===== config.mk =====
export PLATFORM = sky130hd
export DESIGN_NAME = sec_cfg_regs
export DESIGN_NICKNAME = d
export VERILOG_FILES = /design/src/hdl/sec_pkg.sv /design/src/hdl/sec_cfg_regs.sv
export SDC_FILE = /design/constraint.sdc
export NUM_CORES = 1
export LEC_CHECK = 0
export BUFFER_PORTS_ARGS = -buffer_cell sky130_fd_sc_hd__buf_4
export CAP_MARGIN = 20
export CORE_AREA = 5 5 99 101
export DETAILED_ROUTE_END_ITERATION = 10
export DIE_AREA = 0 0 104 106
export GPL_ROUTABILITY_DRIVEN = 0
export GPL_TIMING_DRIVEN = 0
export HOLD_SLACK_MARGIN = 0.02
export PLACE_DENSITY = 0.61
export REMOVE_ABC_BUFFERS = 1
export SLEW_MARGIN = 30
export SYNTH_ARGS = -nofsm -noshare
export SYNTH_HDL_FRONTEND = slang
export SYNTH_SLANG_ARGS = --single-unit

===== constraint.sdc =====
create_clock -name clk_i -period 0.8 [get_ports clk_i]
set_input_delay 0.2 -clock clk_i [delete_from_list [all_inputs] [get_ports clk_i]]
set_output_delay 0.2 -clock clk_i [all_outputs]
set_load 0.01 [all_outputs]

===== src/hdl/sec_pkg.sv =====
// ----------------------------------------------------------------------------
// sec_pkg: shared types and constants for the subdivision element counter
// Field widths, configuration register indexes and the records that travel
// between the pipeline stages.
// ----------------------------------------------------------------------------
package sec_pkg;

  localparam int unsigned MAX_DEPTH  = 15;
  localparam int unsigned DEPTH_W    = 4;
  localparam int unsigned CAGE_W     = 20;
  localparam int unsigned CNT_W      = 31;
  localparam int unsigned IN_TDATA_W = 8;
  localparam int unsigned OUT_TDATA_W = 312;
  localparam int unsigned REG_IDX_W  = 2;

  // Configuration register indexes
  localparam logic [REG_IDX_W-1:0] REG_CAGE_VERTICES  = 2'd0;
  localparam logic [REG_IDX_W-1:0] REG_CAGE_EDGES     = 2'd1;
  localparam logic [REG_IDX_W-1:0] REG_CAGE_HALFEDGES = 2'd2;
  localparam logic [REG_IDX_W-1:0] REG_CAGE_FACES     = 2'd3;

  typedef struct packed {
    logic [CAGE_W-1:0] v;
    logic [CAGE_W-1:0] e;
    logic [CAGE_W-1:0] h;
    logic [CAGE_W-1:0] f;
  } cage_t;

  // Per-depth factors: a = 2^d-1, b = (4^d-1)/3, k = b-a, t = 2^(d-1)-1
  typedef struct packed {
    logic [DEPTH_W-1:0] depth;
    logic [14:0]        a;
    logic [28:0]        b;
    logic [28:0]        k;
    logic [13:0]        t;
  } dec_t;

  typedef struct packed {
    logic               d_zero;
    logic [DEPTH_W-1:0] sh;
    logic [13:0]        t;
    logic [49:0]        faces;
    logic [49:0]        halfs;
    logic [34:0]        creases;
    logic [34:0]        ah;
    logic [33:0]        tf;
    logic [48:0]        bh;
    logic [36:0]        ae1;
    logic [48:0]        kh;
    logic [34:0]        ae;
    logic signed [37:0] adh;
    logic signed [26:0] dv;
  } prod_t;

  typedef struct packed {
    logic               d_zero;
    logic [49:0]        faces;
    logic [49:0]        edges;
    logic [49:0]        halfs;
    logic [34:0]        creases;
    logic [48:0]        vmul;
    logic [50:0]        thalf;
    logic [48:0]        tfaces;
    logic [50:0]        tedges;
    logic [35:0]        tcreases;
    logic signed [51:0] tvert;
  } sum_t;

endpackage


===== src/hdl/sec_cfg_regs.sv =====
// ----------------------------------------------------------------------------
// sec_cfg_regs: cage count registers
// Holds the four control cage counts written through the plain write port.
// ----------------------------------------------------------------------------
module sec_cfg_regs (
  input  logic                           clk_i,
  input  logic                           rst_ni,
  input  logic                           we_i,
  input  logic [sec_pkg::REG_IDX_W-1:0]  idx_i,
  input  logic [sec_pkg::CAGE_W-1:0]     data_i,
  output sec_pkg::cage_t                 cage_o
);
  import sec_pkg::*;

  cage_t cage_q, cage_d;

  always_comb begin
    cage_d = cage_q;
    if (we_i) begin
      unique case (idx_i)
        REG_CAGE_VERTICES:  cage_d.v = data_i;
        REG_CAGE_EDGES:     cage_d.e = data_i;
        REG_CAGE_HALFEDGES: cage_d.h = data_i;
        REG_CAGE_FACES:     cage_d.f = data_i;
        default:            cage_d = cage_q;
      endcase
    end
  end

  always_ff @(posedge clk_i or negedge rst_ni) begin
    if (!rst_ni) begin
      cage_q <= '0;
    end else begin
      cage_q <= cage_d;
    end
  end

  assign cage_o = cage_q;

endmodule


==> results by group <==
Setup path
  • Reg2reg end: cage_o[61]
  • Slowest CP cell: dfrtp_1
  • R2r worst-path depth: 2
  • Reg2reg start: cage_o[61]
  • Worst setup SP type: flop
  • WP data required: 0.60 ns
  • Critical Path End Type: output pin
  • CP Class: reg -> out
  • Delay-heaviest family, CP: flip-flops
  • R2R setup slack: -0.12 ns
  • Worst path cell trace: buf_6
  • Crit path DAT: 0.90 ns
  • Slowest Stage Delay on Critical Path: 0.42 ns
  • Crit-path max FO: 2
  • Buf/Inv on CP: 1

Finish
  • P&R area growth vs syn: 70.44%
  • Core Util, Final: 56.86%
  • Layout Nets: 345
  • FILL cells: 723
  • ANT cells: 0
  • Max FFs per register: 80
  • Final cell count without fillers: 436
  • Share of cells above drive strength 1: 72.62%

STA
  • Final worst setup slack: -0.2973 ns
  • Clock period minus worst slack: 1.097 ns
  • Period utilisation layout: 137.2%
  • Pins over their slew limit: 0
  • Fmax: 911.3 MHz
  • Clk_skew: 0 ns
  • Slew @ Worst Pin: 0.7367 ns
  • Slew headroom: 50.88%
  • Setup violators final: 142
  • RSZ-0062 raised after global routing: yes
  • Worst Hold Margin: -0.1388 ns
  • Final Hold Fails: 80

CTS
  • CTS root buffer: clkbuf_8
  • CTS max path bufs: 2
  • Num CTS Buffers: 9
  • CTS sink cnt: 80
  • Clock Pin Slew Worst Setup and Hold Paths: 0.09 ns
  • Htree depth: 3
  • TritonCTS clock tree: yes
  • Skew-Pair Late Insertion Delay: 0.33 ns

Drt
  • Drt pass-1 iters: 3
  • Vias per cell: 4.642
  • Post-route ant nets: 0
  • Post-Route WL: 8.266 mm
  • DRT iter0 DRCs: 69
  • Via Count: 2024
  • Residual DRC: 0
  • Routed len/inst: 18.96 µm

Hold path
  • Worst Hold Class: in -> async

Floorplan
  • Starting Density: 33.36%
  • Core area: 8934 µm²
  • I/O Pins: 105
  • Die height: 106 µm
  • Die ar.: 11020 µm²
  • Row count: 35
  • Die X: 104 µm

Placement
  • Placed Cells incl. Taps: 382
  • Port bufs: 104
  • DP HPWL: 4.620 mm

Global route
  • Gr ovfl total: 0
  • Global-route wire length before repair: 12.08 mm
  • Vias in the first global route: 2255
  • Pin count of the biggest net entering global routing: 81
  • Initial antenna violation count: 0
  • Global Route Usage Sum: 13.68%

Logic synthesis
  • Synthesized area: 2980 µm²
  • Average size of a mapped cell: 17.33 µm²
  • Cell variety after synth: 8
  • Synth Instances: 172
  • Synth Register Bits: 80
  • Yosys warning total: 0
  • Seq/Total Area, Yosys: 67.17%

Run status
  • Failing checks: negative hold slack, negative setup slack
  • Outcome: finished, violations left

Flow run
  • Max-cap viol count: 0

Pwr
  • Peak VDD IR: 1290 µV
  • Pwr dens: 2445 nW/µm²
  • Leak Pwr: 2.492 nW
worst reg2reg max path: cells and delay by family (launching register included):
kind / cells / cell delay, ns
flops: 1 / 0.41
mux: 1 / 0.26
buf+inv: 1 / 0.14
cell usage in the layout (no fill, tap or decap):
| master | count |
|---|---|
| buf_12 | 4 |
| buf_4 | 35 |
| bufinv_16 | 1 |
| nand3b_1 | 2 |
| clkbuf_8 | 9 |
| dfrtp_1 | 80 |
| buf_6 | 101 |
| clkinvlp_4 | 3 |
| mux2_4 | 60 |
| mux2_2 | 15 |
| buf_8 | 2 |
| clkbuf_1 | 2 |
| clkinv_2 | 1 |
| nand3_4 | 3 |
| mux2_1 | 5 |
| nor3b_4 | 1 |
| buf_16 | 1 |
worst max path at each step:
| stage | startpoint | endpoint | slack, ns | depth (start not counted) |
|---|---|---|---|---|
| floorplan | idx_i[1] | cage_o[60] | -0.79 | 2 |
| global placement | idx_i[1] | cage_o[65] | -1.62 | 3 |
| detailed placement | idx_i[1] | cage_o[71] | -0.94 | 4 |
| CTS | cage_o[63] | cage_o[63] | -0.31 | 1 |
| global route | cage_o[63] | cage_o[63] | -0.33 | 1 |
| finish | cage_o[63] | cage_o[63] | -0.30 | 1 |
power breakdown:
group          switching, mW  internal, mW  total (mW)
Combinational           1.28          2.82        4.09
Sequential             0.620          4.81        5.43
Clock                   1.45          1.44        2.89
Total                   3.35          9.07        12.4
through the flow:
step	hold slack [ns]	area [µm²]	setup slack [ns]	setup TNS [ns]	power [mW]
2_1_floorplan	-0.09559	2935	-0.7909	-49.04	6.282
3_3_place_gp	0.4298	3855	-1.622	-127.31	7.882
3_5_place_dp	0.2885	3908	-0.9445	-61.88	7.966
4_1_cts	-0.08982	4855	-0.3061	-25.46	12.19
5_1_grt	-0.05610	5080	-0.3286	-28.74	13.01
6_report	-0.1388	5080	-0.2973	-25.24	12.42
metal layers:
layer  up-vias  share of wire, %  GRT usage, %
met3        12               5.4         4.007
met2        61                52         24.59
met4         0               1.5         4.440
met5         -                 0             0
li1        908                 -             -
met1      1043                41         15.56
cell families after synthesis:
group,count (synthesis),synth area share (%)
multiplexers,80,30.23
flip-flops,80,67.17
buffers and inverters,8,1.511
AND/OR/NAND/NOR,4,1.091
final cells by class:
type	count	area [µm²]	area share [%]
repair buffers	143	1538	30.27
clock inverters	5	57.56	1.133
well taps	111	138.9	2.734
clock buffers	11	131.4	2.586
multi-input cells	86	1212	23.87
flip-flops and latches	80	2002	39.41
cell usage after synthesis, drive strengths merged:
cell	count	area share (%)
buf	8	1.5
nand3	1	0.17
nand3b	2	0.50
mux2	80	30
dfrtp	80	67
nor3b	1	0.42
what timing repair did:
action | CTS | global route
endpoints found under the setup margin | 160 | 141
pin swaps | 2 | 1
buffers inserted | 24 | 15
gates resized for setup | 137 | 38
gates cloned | 2 | 2
hold endpoints to repair | 80 | 80
(Power assumes the default switching activity.)
