**src/hdl/sec_pkg.sv**
```systemverilog
// ----------------------------------------------------------------------------
// sec_pkg: shared types and constants for the subdivision element counter
// Field widths, configuration register indexes and the records that travel
// between the pipeline stages.
// ----------------------------------------------------------------------------
package sec_pkg;

  localparam int unsigned MAX_DEPTH  = 15;
  localparam int unsigned DEPTH_W    = 4;
  localparam int unsigned CAGE_W     = 20;
  localparam int unsigned CNT_W      = 31;
  localparam int unsigned IN_TDATA_W = 8;
  localparam int unsigned OUT_TDATA_W = 312;
  localparam int unsigned REG_IDX_W  = 2;

  // Configuration register indexes
  localparam logic [REG_IDX_W-1:0] REG_CAGE_VERTICES  = 2'd0;
  localparam logic [REG_IDX_W-1:0] REG_CAGE_EDGES     = 2'd1;
  localparam logic [REG_IDX_W-1:0] REG_CAGE_HALFEDGES = 2'd2;
  localparam logic [REG_IDX_W-1:0] REG_CAGE_FACES     = 2'd3;

  typedef struct packed {
    logic [CAGE_W-1:0] v;
    logic [CAGE_W-1:0] e;
    logic [CAGE_W-1:0] h;
    logic [CAGE_W-1:0] f;
  } cage_t;

  // Per-depth factors: a = 2^d-1, b = (4^d-1)/3, k = b-a, t = 2^(d-1)-1
  typedef struct packed {
    logic [DEPTH_W-1:0] depth;
    logic [14:0]        a;
    logic [28:0]        b;
    logic [28:0]        k;
    logic [13:0]        t;
  } dec_t;

  typedef struct packed {
    logic               d_zero;
    logic [DEPTH_W-1:0] sh;
    logic [13:0]        t;
    logic [49:0]        faces;
    logic [49:0]        halfs;
    logic [34:0]        creases;
    logic [34:0]        ah;
    logic [33:0]        tf;
    logic [48:0]        bh;
    logic [36:0]        ae1;
    logic [48:0]        kh;
    logic [34:0]        ae;
    logic signed [37:0] adh;
    logic signed [26:0] dv;
  } prod_t;

  typedef struct packed {
    logic               d_zero;
    logic [49:0]        faces;
    logic [49:0]        edges;
    logic [49:0]        halfs;
    logic [34:0]        creases;
    logic [48:0]        vmul;
    logic [50:0]        thalf;
    logic [48:0]        tfaces;
    logic [50:0]        tedges;
    logic [35:0]        tcreases;
    logic signed [51:0] tvert;
  } sum_t;

endpackage

```
**src/hdl/sec_sum.sv**
```systemverilog
// ----------------------------------------------------------------------------
// sec_sum: combine stage
// Add the products into the closed forms; second product of the vertex count.
// ----------------------------------------------------------------------------
module sec_sum (
  input  logic           clk_i,
  input  logic           rst_ni,
  input  sec_pkg::cage_t cage_i,
  input  logic           valid_i,
  output logic           ready_o,
  input  sec_pkg::prod_t data_i,
  output logic           valid_o,
  input  logic           ready_i,
  output sec_pkg::sum_t  data_o
);
  import sec_pkg::*;

  logic        valid_q;
  sum_t        data_q, data_d;
  logic [35:0] edge_base;
  logic [34:0] vert_inner;

  always_comb begin
    edge_base  = 36'({cage_i.e, 1'b0}) + 36'(data_i.ah);
    vert_inner = 35'({1'b0, cage_i.e, 1'b0}) + 35'(cage_i.h) + 35'(data_i.tf);

    data_d.d_zero   = data_i.d_zero;
    data_d.faces    = data_i.faces;
    data_d.halfs    = data_i.halfs;
    data_d.creases  = data_i.creases;
    data_d.edges    = data_i.d_zero ? 50'(cage_i.e) : (50'(edge_base) << data_i.sh);
    data_d.vmul     = 49'(data_i.t) * 49'(vert_inner);
    data_d.thalf    = {data_i.bh, 2'b00};
    data_d.tfaces   = data_i.bh;
    data_d.tedges   = 51'(data_i.ae1) + 51'({data_i.kh, 1'b0});
    data_d.tcreases = {data_i.ae, 1'b0};
    data_d.tvert    = 52'(data_i.adh) + signed'(52'(data_i.bh)) + 52'(data_i.dv);
  end

  assign ready_o = !valid_q || ready_i;

  always_ff @(posedge clk_i or negedge rst_ni) begin
    if (!rst_ni) begin
      valid_q <= 1'b0;
    end else if (ready_o) begin
      valid_q <= valid_i;
    end
  end

  always_ff @(posedge clk_i) begin
    if (valid_i && ready_o) begin
      data_q <= data_d;
    end
  end

  assign valid_o = valid_q;
  assign data_o  = data_q;

endmodule

```
**config.mk**
```make
export PLATFORM = sky130hd
export DESIGN_NAME = sec_sum
export DESIGN_NICKNAME = d
export VERILOG_FILES = /design/src/hdl/sec_pkg.sv /design/src/hdl/sec_sum.sv
export SDC_FILE = /design/constraint.sdc
export NUM_CORES = 2
export LEC_CHECK = 0
export ABC_AREA = 1
export BUFFER_PORTS_ARGS = -buffer_cell sky130_fd_sc_hd__buf_2
export CAP_MARGIN = 0
export CORE_AREA = 2 2 401 403
export DETAILED_ROUTE_END_ITERATION = 6
export DIE_AREA = 0 0 403 405
export GPL_TIMING_DRIVEN = 0
export HOLD_SLACK_MARGIN = 0.05
export PLACE_DENSITY = 0.56
export SETUP_SLACK_MARGIN = 0.15
export SLEW_MARGIN = 10
export SYNTH_ARGS = -nofsm -noshare
export SYNTH_HDL_FRONTEND = slang
export SYNTH_SLANG_ARGS = --single-unit
```
**constraint.sdc**
```tcl
create_clock -name clk_i -period 23.5 [get_ports clk_i]
set_clock_uncertainty 0.15 [all_clocks]
set_input_delay 3.525 -clock clk_i [delete_from_list [all_inputs] [get_ports clk_i]]
set_output_delay 3.525 -clock clk_i [all_outputs]
set_load 0.005 [all_outputs]
```
==> summary.txt <==
status: finished, final reports clean
Area Growth Syn to Fin: 23.9%
Cell variety after synth: 62
Die Ht: 405 µm
CTS tree: done
clock latency at the later pin of the worst-skew pair: 0.68 ns
crit-path leading delay family: adder cells
Max Used Layer: met5
slew margin rel.: 10.2%
port bufs: 972
Buf/Inv on CP: 8
CTS sink cnt: 423
CTS HTree Levels: 2
final hold vios: 0
Routed WL per cell: 25.1 µm
commonest cells after routing, fill and taps aside: 982 x buf_2, 830 x nand2_1, 785 x inv_1
Hold Path Depth: 2
routed via count: 37756
synthesized area: 41300 µm²
DRC violations left: 0
placed cells: 7718
Hold Crit Class: reg2reg
post-CTS sizing: 0
Arrival @ worst endpoint: 12.55 ns
gr usage total: 23.4%
Layout Cells excl Fill: 7848
HPWL Detailed: 172 mm
most common cell after layout, fill and taps aside: buf_2
Util after Layout: 32.1%
CTS Hold Bufs: 0
startpoint types: input port
first-pass GRT wire length: 272 mm
io pins: 1018
Longest Clk Path Bufs: 3
Worst Tran Pin Value: 1.34 ns
Placer Congestion: 0.993
DR WL met2: 94.3 mm
prevailing post-synth register cell: edfxtp_1
Worst setup startpoint: cage_i[40]
final wirelength: 197 mm
RR Startpoint: valid_o$_DFFE_PN0N_
M1 WL: 78.1 mm
GRT overflow: 0
initial antenna violation count: 87
CP Capture Type: register
Async SR Flop Fraction: 0.236%
row count: 147
1st-iter DRT viols: 3009
Inserted Clock Buffers: 55
setup slack, reg-to-reg: 20.17 ns
period utilization: 52.4%
WHS Endpoint: valid_o$_DFFE_PN0N_
vias in the first global route: 37729
share of cells above drive strength 1: 21.5%
RSZ-0062 raised after global routing: false
Worst R2R Path Depth: 10
Detail Route Antenna Nets: 0
largest net degree at the start of global routing: 28
fmax: 0.0812 GHz
filler cell count: 16945
total core area: 159000 µm²
met3 WL: 16.2 mm
final net count: 6940
slowest cell delay on critical path: 1.06 ns
most frequent CP cell: fa_1
Mapped Cells: 4637
Worst EP required: 23.74 ns
hold_sp: valid_o$_DFFE_PN0N_
Yosys warning count: 0
Reg clk slew, reported paths: 0.06 ns
sequential share of the synthesized area: 30.7%
post-synthesis register bit count: 423
capture point of the worst reg-to-reg path: data_o[278]$_DFFE_PP_
EDFF count, synth: 422
average size of a mapped cell: 8.91 µm²
First-pass DRT Iterations: 6
Critical-path top delay cell: xor2_1
Setup Crit Path Kind: in2reg
max_cap viols: 0
total setup buffers inserted after CTS: 0
initial core utilization: 25.9%
crit path time final: 12.31 ns
Max Slew Vio Count: 0
die area: 163000 µm²
clk root buf: clkbuf_16
Critical Path Fanout Max: 10
Via density: 4.81
Final setup viols: 0
die width: 403 µm
==> registers in the layout, indices dropped and copies added, names as in the netlist <==
signal,count
data_o,422
valid_o,1
==> synthesized netlist by cell type (4+ instances only) <==
library cell / count / area share, %
nor4_1: 15 / 0.23
buf_2: 10 / 0.12
o21ai_1: 12 / 0.15
nor3_1: 30 / 0.36
o21ai_0: 132 / 1.6
a21o_1: 29 / 0.53
nand3b_1: 8 / 0.15
a21oi_1: 216 / 2.6
a31oi_1: 25 / 0.38
inv_2: 5 / 0.045
clkinv_1: 4 / 0.036
o21a_1: 21 / 0.38
xnor2_1: 67 / 1.4
a21oi_2: 5 / 0.11
edfxtp_1: 422 / 31
buf_1: 14 / 0.13
or2_2: 38 / 0.58
buf_4: 55 / 1.0
ha_1: 243 / 7.4
xor2_1: 96 / 2.0
fa_1: 466 / 23
clkbuf_1: 67 / 0.61
a21boi_0: 10 / 0.18
nor2_1: 483 / 4.4
nand3_2: 6 / 0.15
or2_1: 11 / 0.17
and3_1: 6 / 0.091
inv_1: 785 / 7.1
o211ai_1: 16 / 0.29
o21bai_1: 14 / 0.25
nand3_1: 412 / 5.0
a21boi_1: 4 / 0.073
nand2_1: 830 / 7.5
nand2_2: 6 / 0.091
nand4_1: 35 / 0.53
==> routing by layer <==
| layer | vias up | track usage [%] |
|---|---|---|
| li1 | 17059 | - |
| met1 | 18559 | 29.1 |
| met2 | 1762 | 39.4 |
| met3 | 332 | 5.08 |
| met4 | 44 | 9.29 |
| met5 | - | 0 |
==> area by class of cell <==
cell class                 instances  area (µm²)  area share [%]
antenna                           26        65.1           0.127
buffer                           147         778            1.52
clock buffer                      64        1410            2.76
clock inverter                    40         384           0.751
inverter                         794        2980            5.83
multi-input combinational       3275       24900            48.6
sequential                       423       12700            24.8
tap                             2086        2610            5.10
timing repair buffer             993        5360            10.5
==> kinds of logic after synthesis <==
| group | after synthesis | share of synthesized area (%) |
|---|---|---|
| AOI/OAI and AO/OA | 506 | 7.06 |
| xor gates and xnor gates | 167 | 3.61 |
| adders and majority gates | 709 | 30.0 |
| buffers and inverters | 941 | 9.10 |
| DFF | 423 | 30.7 |
| other | 1 | 0.00908 |
| and+or+nand+nor | 1890 | 19.5 |
==> through the flow <==
| step | cell area, µm² | worst slack (ns) | hold slack (ns) | TNS (ns) |
|---|---|---|---|---|
| floorplan | 41300 | 6.98 | 0.401 | 0 |
| global placement | 48800 | -0.100 | 0.364 | -9.47 |
| detailed placement | 49300 | 10.48 | 0.435 | 0 |
| CTS | 51100 | 11.22 | 0.450 | 0 |
| global route | 51100 | 10.80 | 0.462 | 0 |
| finish | 51200 | 11.19 | 0.454 | 0 |
==> worst max path at each step <==
stage / cells after the start / endpoint
after floorplan: 2 / data_o[0]$_DFFE_PP_
after global routing: 30 / data_o[287]$_DFFE_PP_
after global placement: 3 / data_o[284]$_DFFE_PP_
after detailed placement: 30 / data_o[287]$_DFFE_PP_
final: 30 / data_o[287]$_DFFE_PP_
after CTS: 30 / data_o[287]$_DFFE_PP_
==> worst register-to-register path, cell delays in order (launching register included) <==
cell and delay (ns):
dfrtp_1 0.43, a21oi_4 0.56, buf_8 0.26, buf_16 0.17, buf_16 0.17, buf_12 0.21
buf_12 0.23, buf_12 0.21, buf_12 0.22, buf_12 0.21, buf_16 0.19
Power is not shown: default switching activity piles up to over one toggle a cycle in this logic, so the estimate is an artifact.
