## src/hdl/sec_pkg.sv

```systemverilog
// ----------------------------------------------------------------------------
// sec_pkg: shared types and constants for the subdivision element counter
// Field widths, configuration register indexes and the records that travel
// between the pipeline stages.
// ----------------------------------------------------------------------------
package sec_pkg;

  localparam int unsigned MAX_DEPTH  = 15;
  localparam int unsigned DEPTH_W    = 4;
  localparam int unsigned CAGE_W     = 20;
  localparam int unsigned CNT_W      = 31;
  localparam int unsigned IN_TDATA_W = 8;
  localparam int unsigned OUT_TDATA_W = 312;
  localparam int unsigned REG_IDX_W  = 2;

  // Configuration register indexes
  localparam logic [REG_IDX_W-1:0] REG_CAGE_VERTICES  = 2'd0;
  localparam logic [REG_IDX_W-1:0] REG_CAGE_EDGES     = 2'd1;
  localparam logic [REG_IDX_W-1:0] REG_CAGE_HALFEDGES = 2'd2;
  localparam logic [REG_IDX_W-1:0] REG_CAGE_FACES     = 2'd3;

  typedef struct packed {
    logic [CAGE_W-1:0] v;
    logic [CAGE_W-1:0] e;
    logic [CAGE_W-1:0] h;
    logic [CAGE_W-1:0] f;
  } cage_t;

  // Per-depth factors: a = 2^d-1, b = (4^d-1)/3, k = b-a, t = 2^(d-1)-1
  typedef struct packed {
    logic [DEPTH_W-1:0] depth;
    logic [14:0]        a;
    logic [28:0]        b;
    logic [28:0]        k;
    logic [13:0]        t;
  } dec_t;

  typedef struct packed {
    logic               d_zero;
    logic [DEPTH_W-1:0] sh;
    logic [13:0]        t;
    logic [49:0]        faces;
    logic [49:0]        halfs;
    logic [34:0]        creases;
    logic [34:0]        ah;
    logic [33:0]        tf;
    logic [48:0]        bh;
    logic [36:0]        ae1;
    logic [48:0]        kh;
    logic [34:0]        ae;
    logic signed [37:0] adh;
    logic signed [26:0] dv;
  } prod_t;

  typedef struct packed {
    logic               d_zero;
    logic [49:0]        faces;
    logic [49:0]        edges;
    logic [49:0]        halfs;
    logic [34:0]        creases;
    logic [48:0]        vmul;
    logic [50:0]        thalf;
    logic [48:0]        tfaces;
    logic [50:0]        tedges;
    logic [35:0]        tcreases;
    logic signed [51:0] tvert;
  } sum_t;

endpackage

```

## src/hdl/sec_decode.sv

```systemverilog
// ----------------------------------------------------------------------------
// sec_decode: depth decode stage
// Clamp the depth and expand it into the power-series factors.
// ----------------------------------------------------------------------------
module sec_decode (
  input  logic                            clk_i,
  input  logic                            rst_ni,
  input  logic                            valid_i,
  output logic                            ready_o,
  input  logic [sec_pkg::DEPTH_W-1:0]     depth_i,
  output logic                            valid_o,
  input  logic                            ready_i,
  output sec_pkg::dec_t                   data_o
);
  import sec_pkg::*;

  logic               valid_q;
  dec_t               data_q, data_d;
  logic [DEPTH_W-1:0] depth;

  always_comb begin
    depth = (depth_i > DEPTH_W'(MAX_DEPTH)) ? DEPTH_W'(MAX_DEPTH) : depth_i;
    data_d       = '0;
    data_d.depth = depth;
    // a has the low d bits set, b has every even bit below 2d set
    for (int i = 0; i < 15; i++) begin
      data_d.a[i]   = (DEPTH_W'(i) < depth);
      data_d.b[2*i] = (DEPTH_W'(i) < depth);
    end
    data_d.k = data_d.b - 29'(data_d.a);
    data_d.t = data_d.a[14:1];
  end

  assign ready_o = !valid_q || ready_i;

  always_ff @(posedge clk_i or negedge rst_ni) begin
    if (!rst_ni) begin
      valid_q <= 1'b0;
    end else if (ready_o) begin
      valid_q <= valid_i;
    end
  end

  always_ff @(posedge clk_i) begin
    if (valid_i && ready_o) begin
      data_q <= data_d;
    end
  end

  assign valid_o = valid_q;
  assign data_o  = data_q;

endmodule

```

## config.mk

```make
export PLATFORM = sky130hd
export DESIGN_NAME = sec_decode
export DESIGN_NICKNAME = d
export VERILOG_FILES = /design/src/hdl/sec_pkg.sv /design/src/hdl/sec_decode.sv
export SDC_FILE = /design/constraint.sdc
export NUM_CORES = 1
export LEC_CHECK = 0
export BUFFER_PORTS_ARGS = -buffer_cell sky130_fd_sc_hd__buf_2
export CAP_MARGIN = 15
export CORE_MARGIN = 2
export CORE_UTILIZATION = 48
export CTS_CLUSTER_DIAMETER = 60
export CTS_CLUSTER_SIZE = 30
export DETAILED_ROUTE_END_ITERATION = 7
export PLACE_DENSITY = 0.8
export RECOVER_POWER = 25
export SLEW_MARGIN = 20
export SYNTH_ARGS = -nofsm -noshare
export SYNTH_HDL_FRONTEND = slang
export SYNTH_SLANG_ARGS = --single-unit
```

## constraint.sdc

```tcl
create_clock -name clk_i -period 2.4 [get_ports clk_i]
set_clock_uncertainty 0.2 [all_clocks]
set_input_delay 0.24 -clock clk_i [delete_from_list [all_inputs] [get_ports clk_i]]
set_output_delay 0.24 -clock clk_i [all_outputs]
set_load 0.01 [all_outputs]
```

==> flow_metrics.py, run 1 <==
metrics = {
    "outcome": {
        "status": "complete, no violations",
    },
    "critical_path": {
        "arrival_ns": 2.02,
        "r2r-start": "valid_o",
        "r2r_setup_slack_ns": 0.73,
        "critPathTopFamily": "compound AO/OA/AOI/OAI gates",
        "r2r_end": "data_o[72]",
        "cp_num_buf_inv": 1,
        "crit_start": "depth_i[1]",
        "criticalPathCategory": "in -> reg",
        "crit_fanout": 8,
        "crit_chain": "buf_2, and2_0, o21ai_0, ha_1, or2_2, o311ai_2, o21ai_2, xnor2_1",
        "cpPeakStageDelay_ns": 0.33,
        "crit_required_ns": 2.26,
        "worstSetupEndpointType": "flop",
        "crit_cells": 8,
        "cp-start-kind": "input port",
        "r2r_cells": 3,
        "cp-endpoint": "data_o[30]",
        "cpMaxStageDelayCell": "ha_1",
    },
    "floorplanning": {
        "die_x_um": 74.0,
        "start_util_pct": 49.8,
        "placeableCoreArea_um2": 4720,
        "die_height_um": 74.0,
        "die_area_um2": 5480,
        "io_pins": 101,
        "row_count": 25,
    },
    "synth": {
        "yosysTopAreaCellShare_pct": 56.2,
        "synth.area.top_cells": "edfxtp_1, buf_4, ha_1, o21ai_0, inv_1",
        "synthAdderAreaFrac_pct": 2.66,
        "yosysWarningCount": 0,
        "synth_seq_cells": 45,
        "synth_compound_area_share_pct": 9.95,
        "synth_seq_area_share_pct": 57.2,
        "synthXorXnorAreaFrac_pct": 1.12,
        "synth_area_um2": 2350,
        "synthSimpleGateAreaFrac_pct": 9.52,
        "synth_top_area_cell": "edfxtp_1",
        "avgSynthCellArea_um2": 11.8,
        "synthCells": 199,
        "synth.mux.area_fraction_pct": 0.426,
        "synth.distinct_cells": 37,
        "synth_top_family_by_area": "buffers and inverters",
    },
    "drt": {
        "drc": 0,
        "vias": 1587,
        "dr.pass1.iters": 4,
        "drt.antenna.violating_nets": 0,
        "wl_per_cell_um": 12.7,
        "drtIter0Drc": 135,
        "routed_via_density": 4.75,
        "drt-total-wl_um": 4230,
    },
    "clock_tree": {
        "cts_tree": "built",
        "cts_htree_levels": 2,
        "post_cts_buffers": 0,
        "cts.sinks": 45,
        "cts_buffer_depth": 2,
        "clock_latency_ns": 0.30,
        "root_buffer": "clkbuf_8",
        "cts_buffers": 5,
        "cts.clk_slew.worst_paths_ns": 0.10,
    },
    "sta": {
        "worstMarginPinSlew_ns": 0.516,
        "finalSetupViolations": 0,
        "max_slew_margin_pct": 65.1,
        "period_share_pct": 90.1,
        "rsz0062_at_grt": "no",
        "fmax_mhz": 463,
        "fin_crit_ns": 2.16,
        "hold_violations": 0,
        "timing.final.max_slew_violations": 0,
        "timing.hold.ws_ns": 0.0354,
    },
    "placement": {
        "gp_congestion": 0.834,
        "numPortBuffers": 85,
        "dp_hpwl_um": 3120,
        "place_inst": 323,
    },
    "layout": {
        "final_common_cell": "buf_2",
        "syn_to_final_growth_pct": 14.5,
        "num_antenna_cells": 0,
        "post-route-util_pct": 57.0,
        "layout_common_cells": "buf_2, edfxtp_1, clkbuf_1",
        "fillCellCount": 418,
        "layout-drive-gt1-share_pct": 33.3,
        "stdcell_count": 334,
        "nets": 279,
    },
    "global_route": {
        "grt_max_degree": 45,
        "overflow": 0,
        "grt_pass1_vias": 1428,
        "antenna_found_initial": 0,
        "track_usage_pct": 16.0,
        "grt_pass1_wl_um": 6480,
    },
    "power": {
        "vdd_drop_max_mv": 0.267,
        "p_leak_uw": 0.00114,
        "power.density_nw_per_um2": 645,
    },
    "hold_path": {
        "hold_class": "in -> async",
    },
    "run": {
        "drv_cap": 0,
    },
}
## cell usage after synthesis
cell type	n
nor3_1	4
mux2i_1	1
nor3b_1	1
o21a_1	3
o21ai_0	11
clkbuf_1	3
nand2_1	9
xnor2_1	3
o31ai_4	1
conb_1	1
or2_2	1
clkbuf_8	1
nand2b_1	2
a211oi_1	1
ha_1	5
inv_1	12
a31oi_1	3
o21ai_2	1
nand3_1	5
nor3_2	1
nor2_1	11
o311ai_2	1
o22ai_1	1
or3_1	2
a32oi_1	1
and2_1	4
o32ai_1	1
buf_4	50
a21o_1	2
nor4b_1	1
edfxtp_1	44
a211o_2	1
nor2b_1	1
a21oi_1	7
or2_0	1
dfrtp_1	1
or2_4	1
## final cells by class
cell class              instances  area (um^2)  area share, %
clock buffers                   5         68.8           2.56
clock inverters                 3         25.0          0.929
inverters                      12         45.0           1.67
multi-input cells             102          619           23.0
flip-flops and latches         45         1350           50.0
well taps                      67         83.8           3.11
repair buffers                100          504           18.7
## power breakdown
part / switching, uW / internal [uW] / total (uW)
clock network: 267 / 210 / 477
logic: 194 / 117 / 311
registers: 17.0 / 931 / 948
total: 478 / 1260 / 1740
## through the flow
| stage | setup WS (ns) | setup TNS [ns] | total power, uW | area, um^2 |
|---|---|---|---|---|
| floorplan | 0.0202 | 0 | 1210 | 2410 |
| global placement | 0.000590 | 0 | 1280 | 2610 |
| detailed placement | -0.0311 | -0.100 | 1280 | 2610 |
| CTS | 0.293 | 0 | 1760 | 2730 |
| global route | 0.0810 | 0 | 1820 | 2690 |
| finish | 0.238 | 0 | 1740 | 2690 |
## worst register-to-register path: cells and delay by family (launching register included)
kind                   cells  cell delay, ns
buffers and inverters      1            0.45
flip-flops                 1            0.38
AND/OR/NAND/NOR            2            0.25
## per-layer routing
metal	vias to the layer above	GRT usage (%)	share of wire, %
li1	770	-	-
met1	722	19.6	41
met2	79	25.8	49
met3	16	3.93	6.8
met4	0	9.09	3.4
met5	-	0	0
## worst min path at each step
stage | endpoint | cells past startpoint | slack (ns)
2_1_floorplan | valid_o | 0 | -0.26
3_3_place_gp | valid_o | 1 | -0.18
3_5_place_dp | valid_o | 1 | -0.18
4_1_cts | valid_o | 2 | 0.03
5_1_grt | valid_o | 2 | 0.05
6_report | valid_o | 2 | 0.04
## sequential cells by signal (all words and copies together), names as in the netlist
signal	cells
valid_o	1
data_o	44
## cell families (layout without fill, tap and decap cells)
family	count (synthesis)	after routing
AOI/OAI and AO/OA	34	34
xor gates and xnor gates	3	3
adders and majority gates	5	5
buffers and inverters	66	120
DFF	45	45
muxes	1	1
other	1	15
and+or+nand+nor	44	44
## what timing repair did
| item | 4_1_cts | 5_1_grt |
|---|---|---|
| endpoints found under the hold margin | 3 | 0 |
| resized for setup | 0 | 0 |
| hold buffers | 3 | 0 |
(Power assumes the default switching activity.)
==> run 2: changes to the inputs <==
==> constraint.sdc (replaced) <==
create_clock -name clk_i -period 2.4 [get_ports clk_i]
set_clock_uncertainty 0.2 [all_clocks]
set_input_delay 0.12 -clock clk_i [delete_from_list [all_inputs] [get_ports clk_i]]
set_output_delay 0.12 -clock clk_i [all_outputs]
set_load 0.01 [all_outputs]
==> run 2 against run 1 <==
Compared with the run above:
- count of clock-buffer cells in the layout did not move
- non-clock buffer count rose by 3
- global-route usage rose by 0.083 points
- cell area rose by 2.0%
- first-iteration DRC count fell by 28%
- critical path type unchanged
- critical endpoint is now data_o[40]
- via count rose by 0.76%
==> flow_metrics.py, run 2 (same netlist as run 1, synthesis figures left out) <==
metrics = {
    "outcome": {
        "status": "complete, no violations",
    },
    "critical_path": {
        "cp_num_buf_inv": 2,
        "cp-start-kind": "input port",
        "critPathTopFamily": "compound AO/OA/AOI/OAI gates",
        "crit_cells": 9,
        "criticalPathCategory": "in -> reg",
        "arrival_ns": 1.98,
        "cpMaxStageDelayCell": "a31oi_1",
        "crit_chain": "clkbuf_1, nor2_1, inv_1, nor2_1, ha_1, nor3b_1, o21ai_0, a31oi_1, o21ai_0",
        "worstSetupEndpointType": "flop",
        "crit_required_ns": 2.24,
        "crit_fanout": 9,
        "r2r_cells": 3,
        "cpPeakStageDelay_ns": 0.38,
    },
    "floorplanning": {
        "placeableCoreArea_um2": 4720,
        "io_pins": 101,
        "start_util_pct": 49.8,
        "row_count": 25,
        "die_area_um2": 5480,
        "die_x_um": 74.0,
        "die_height_um": 74.0,
    },
    "clock_tree": {
        "cts_buffers": 5,
        "cts.clk_slew.worst_paths_ns": 0.09,
        "cts_resized": 0,
        "root_buffer": "clkbuf_8",
        "cts_buffer_depth": 2,
        "cts_htree_levels": 2,
        "cts.sinks": 45,
        "clock_latency_ns": 0.30,
        "cts_tree": "built",
        "post_cts_buffers": 0,
    },
    "layout": {
        "num_antenna_cells": 0,
        "syn_to_final_growth_pct": 16.8,
        "layout_common_cells": "buf_2, edfxtp_1, clkbuf_1",
        "fillCellCount": 414,
        "final_common_cell": "buf_2",
        "layout-drive-gt1-share_pct": 32.2,
        "largest_register_ffs": 44,
        "stdcell_count": 337,
        "nets": 282,
    },
    "sta": {
        "tns_ns": 0,
        "max_slew_margin_pct": 64.4,
        "period_share_pct": 89.2,
        "timing.final.max_slew_violations": 0,
        "fin_crit_ns": 2.14,
        "fmax_mhz": 467,
        "worstMarginPinSlew_ns": 0.534,
        "hold_violations": 0,
        "finalSetupViolations": 0,
        "rsz0062_at_grt": "no",
    },
    "global_route": {
        "grt_pass1_vias": 1355,
        "overflow": 0,
        "grt_pass1_wl_um": 6430,
        "antenna_found_initial": 0,
        "track_usage_pct": 16.0,
        "grt_max_degree": 45,
    },
    "power": {
        "p_leak_uw": 0.00115,
        "vdd_drop_max_mv": 0.265,
        "power.density_nw_per_um2": 670,
    },
    "drt": {
        "vias": 1599,
        "drc": 0,
        "routed_via_density": 4.74,
        "drt.antenna.violating_nets": 0,
        "drt-total-wl_um": 4350,
        "drtIter0Drc": 97,
        "wl_per_cell_um": 12.9,
        "dr.pass1.iters": 4,
    },
    "hold_path": {
        "hold_class": "in -> reg",
        "hold_depth": 3,
    },
    "placement": {
        "place_inst": 322,
        "numPortBuffers": 85,
        "dp_hpwl_um": 3110,
        "gp_congestion": 0.875,
    },
    "run": {
        "drv_cap": 0,
    },
}
run 2: cell types whose count changed in the layout (fill, tap and decap cells not counted), sizes merged:
cell         before  now
bufinv            0    1
clkbuf           31   30
dlygate4sd3       3    7
inv              13   12
run 2: worst register-to-register path: stages, from the launching register on:
cell and delay, ns:
dfrtp_1 0.38, nand2b_1 0.10, and2_2 0.15, buf_4 0.44
run 2: final cells by class:
cell class / count / area [um^2] / share of cell area (%)
clock inverter: 3 / 46.3 / 1.69
clock buffer: 5 / 68.8 / 2.51
timing repair buffer: 103 / 542 / 19.7
sequential: 45 / 1350 / 49.0
inverter: 12 / 45.0 / 1.64
tap: 67 / 83.8 / 3.05
multi-input combinational: 102 / 614 / 22.4
run 2: power breakdown:
part	total, uW	internal, uW	switching, uW
sequential	948	931	17.1
clock	576	312	265
combinational	316	120	196
total	1840	1360	478
run 2: path summary, 6_finish.rpt:
check	from	endpoint	slack (ns)
max	depth_i[2]	data_o[40]	0.26
min	depth_i[3]	data_o[20]	0.06
max reg2reg	valid_o	data_o[18]	0.74
min reg2reg	valid_o	valid_o	0.89
max in group asynchronous	rst_ni	valid_o	1.46
min in group asynchronous	rst_ni	valid_o	0.45
run 2: per-layer routing:
layer	up-vias	share of wire [%]	track usage, %
li1	770	-	-
met1	747	40	19.8
met2	72	51	25.7
met3	10	6.0	3.79
met4	0	2.8	9.70
met5	-	0	0
run 2: what timing repair did:
action                                  CTS  global route
endpoints found under the setup margin    0             0
endpoints found under the hold margin     5             0
hold buffers                              7             0
run 2: metrics by stage:
stage / hold slack, ns / power [uW] / setup slack, ns / instance area (um^2) / utilization (%)
after floorplan: -0.376 / 1210 / 0.0954 / 2400 / -
after global placement: -0.305 / 1270 / 0.133 / 2600 / 55.0
after detailed placement: -0.303 / 1280 / 0.0309 / 2600 / 55.0
after CTS: 0.0468 / 1860 / 0.378 / 2780 / 58.9
after global routing: 0.0786 / 1920 / 0.0637 / 2750 / 58.1
final: 0.0609 / 1840 / 0.259 / 2750 / 58.1
==> run 3: changes to the inputs <==
- PLACE_DENSITY: 0.8 -> 0.81
==> run 3 against run 2 <==
Compared with the run above:
- clock power shrank 22%
- cell area shrank 1.6%
- worst hold slack lost 0.023 ns
- fmax grew 1.3%
- total power shrank 7.1%
- first-iteration DRC count shrank 9.3%
- non-clock buffer count shrank 2
- combinational power is essentially flat
- worst setup slack gained 0.027 ns
- global-route usage shrank 0.81 points
- sequential power is essentially flat
- critical path type unchanged
- critical endpoint is now data_o[36]
==> flow_metrics.py, run 3 (same netlist as run 1, synthesis figures left out) <==
metrics = {
    "global_route": {
        "grt_pass1_vias": 1357,
        "use_met1_pct": 17.1,
        "grt_max_degree": 45,
        "busiest_layer": "met2",
        "track_usage_pct": 15.2,
        "grtUsageMet2_pct": 25.7,
        "use_met3_pct": 4.07,
        "grt_pass1_wl_um": 6120,
        "overflow": 0,
        "antenna_found_initial": 0,
    },
    "sta": {
        "period_share_pct": 88.1,
        "worstMarginPinSlew_ns": 0.543,
        "rsz0062_at_grt": "no",
        "max_slew_margin_pct": 63.8,
        "tns_ns": 0,
        "fmax_mhz": 473,
        "fin_crit_ns": 2.11,
        "finalSetupViolations": 0,
        "hold_violations": 0,
        "timing.final.max_slew_violations": 0,
    },
    "critical_path": {
        "criticalPathCategory": "in -> reg",
        "cp_num_buf_inv": 1,
        "arrival_ns": 1.95,
        "crit_required_ns": 2.24,
        "crit_top_cell": "o21ai_0",
        "cp-start-kind": "input port",
        "cpMaxStageDelayCell": "ha_1",
        "crit_chain": "buf_2, and2_0, o21ai_0, ha_1, and2_1, o21ai_0, a31oi_1, o21ai_0",
        "worstSetupEndpointType": "flop",
        "crit_fanout": 7,
        "critPathTopFamily": "compound AO/OA/AOI/OAI gates",
        "r2r_setup_slack_ns": 0.74,
        "cpPeakStageDelay_ns": 0.35,
    },
    "layout": {
        "post-route-util_pct": 57.2,
        "syn_to_final_growth_pct": 14.9,
        "largest_register_ffs": 44,
        "final_common_cell": "buf_2",
        "nets": 280,
        "layout_common_cells": "buf_2, edfxtp_1, clkbuf_1",
        "layout-drive-gt1-share_pct": 32.5,
        "num_antenna_cells": 0,
        "stdcell_area_um2": 2700,
        "regArea_um2": 1350,
        "fillCellCount": 402,
        "multi_input_area_um2": 614,
    },
    "clock_tree": {
        "post_cts_buffers": 0,
        "cts.sinks": 45,
        "clock_latency_ns": 0.29,
        "cts_tree": "built",
        "cts_buffers": 5,
        "cts_buffer_depth": 2,
        "cts_resized": 0,
        "cts_htree_levels": 2,
        "root_buffer": "clkbuf_8",
        "cts.clk_slew.worst_paths_ns": 0.08,
    },
    "placement": {
        "dp_hpwl_um": 3020,
        "placed_area_um2": 2590,
        "numPortBuffers": 85,
        "gp_congestion": 0.855,
    },
    "drt": {
        "drt-total-wl_um": 4230,
        "routed_via_density": 4.74,
        "dr.pass1.iters": 4,
        "wl_per_cell_um": 12.6,
        "vias": 1589,
        "drtIter0Drc": 88,
        "drt.antenna.violating_nets": 0,
        "drc": 0,
    },
    "floorplanning": {
        "row_count": 25,
        "die_height_um": 74.0,
        "io_pins": 101,
        "start_util_pct": 49.8,
        "die_area_um2": 5480,
        "placeableCoreArea_um2": 4720,
        "die_x_um": 74.0,
    },
    "hold_path": {
        "hold_class": "in -> reg",
    },
    "power": {
        "combPwrFrac_pct": 18.3,
        "power.density_nw_per_um2": 633,
        "seqPwrFrac_pct": 55.4,
        "vdd_drop_max_mv": 0.225,
        "clockPowerShare_pct": 26.3,
        "power.switching_uw": 459,
        "p_leak_uw": 0.00114,
        "p_int_uw": 1250,
        "swShare_pct": 26.9,
    },
    "run": {
        "drv_cap": 0,
    },
    "outcome": {
        "status": "complete, no violations",
    },
}
## run 3: cell count changes in the layout (fill, tap and decap cells not counted), sizes merged
cell / delta
dlygate4sd3: -1
clkinv: +2
clkinvlp: -1
clkbuf: -1
bufinv: -1
## run 3: routing by layer
metal  vias up  part of all wire [%]
met5         -                     0
met4         0                   2.9
met3        11                   9.6
met2        91                    49
met1       721                    38
li1        766                     -
## run 3: metrics by stage
stage | hold WS, ns | setup slack (ns) | power, uW | instances
final | 0.0379 | 0.285 | 1710 | 335
after global routing | 0.0533 | 0.145 | 1790 | 335
after CTS | 0.0264 | 0.383 | 1730 | 335
after detailed placement | -0.303 | 0.0618 | 1280 | 321
after global placement | -0.305 | 0.100 | 1270 | 321
after floorplan | -0.376 | 0.0954 | 1210 | 213
## run 3: power by group through the flow
stage | sequential (uW) | combinational [uW] | clock, uW
final | 948 | 313 | 449
after global routing | 955 | 345 | 487
after CTS | 948 | 322 | 460
after detailed placement | 965 | 313 | 0
after global placement | 965 | 306 | 0
after floorplan | 996 | 216 | 0
## run 3: layout make-up
class | count | share of cell area (%)
flip-flops and latches | 45 | 49.8
multi-input cells | 102 | 22.7
repair buffers | 101 | 19.5
well taps | 67 | 3.10
clock buffers | 5 | 2.55
inverters | 12 | 1.67
clock inverters | 3 | 0.648
## run 3: worst register-to-register path: cells and delay by family, from the launching register on
kind	cells	cell delay [ns]
and+or+nand+nor	2	0.24
buffers and inverters	1	0.46
DFF	1	0.38
## run 3: path summary, 6_finish.rpt
check | startpoint | to | cells past startpoint
max in group asynchronous | rst_ni | valid_o | 3
min | depth_i[3] | data_o[21] | 2
max | depth_i[1] | data_o[36] | 8
max reg2reg | valid_o | data_o[72] | 3
min in group asynchronous | rst_ni | valid_o | 3
min reg2reg | valid_o | valid_o | 3
## run 3: timing repair
action,in CTS,in global routing
endpoints found under the hold margin,4,0
hold buffers,6,0
setup endpoints to repair,0,0
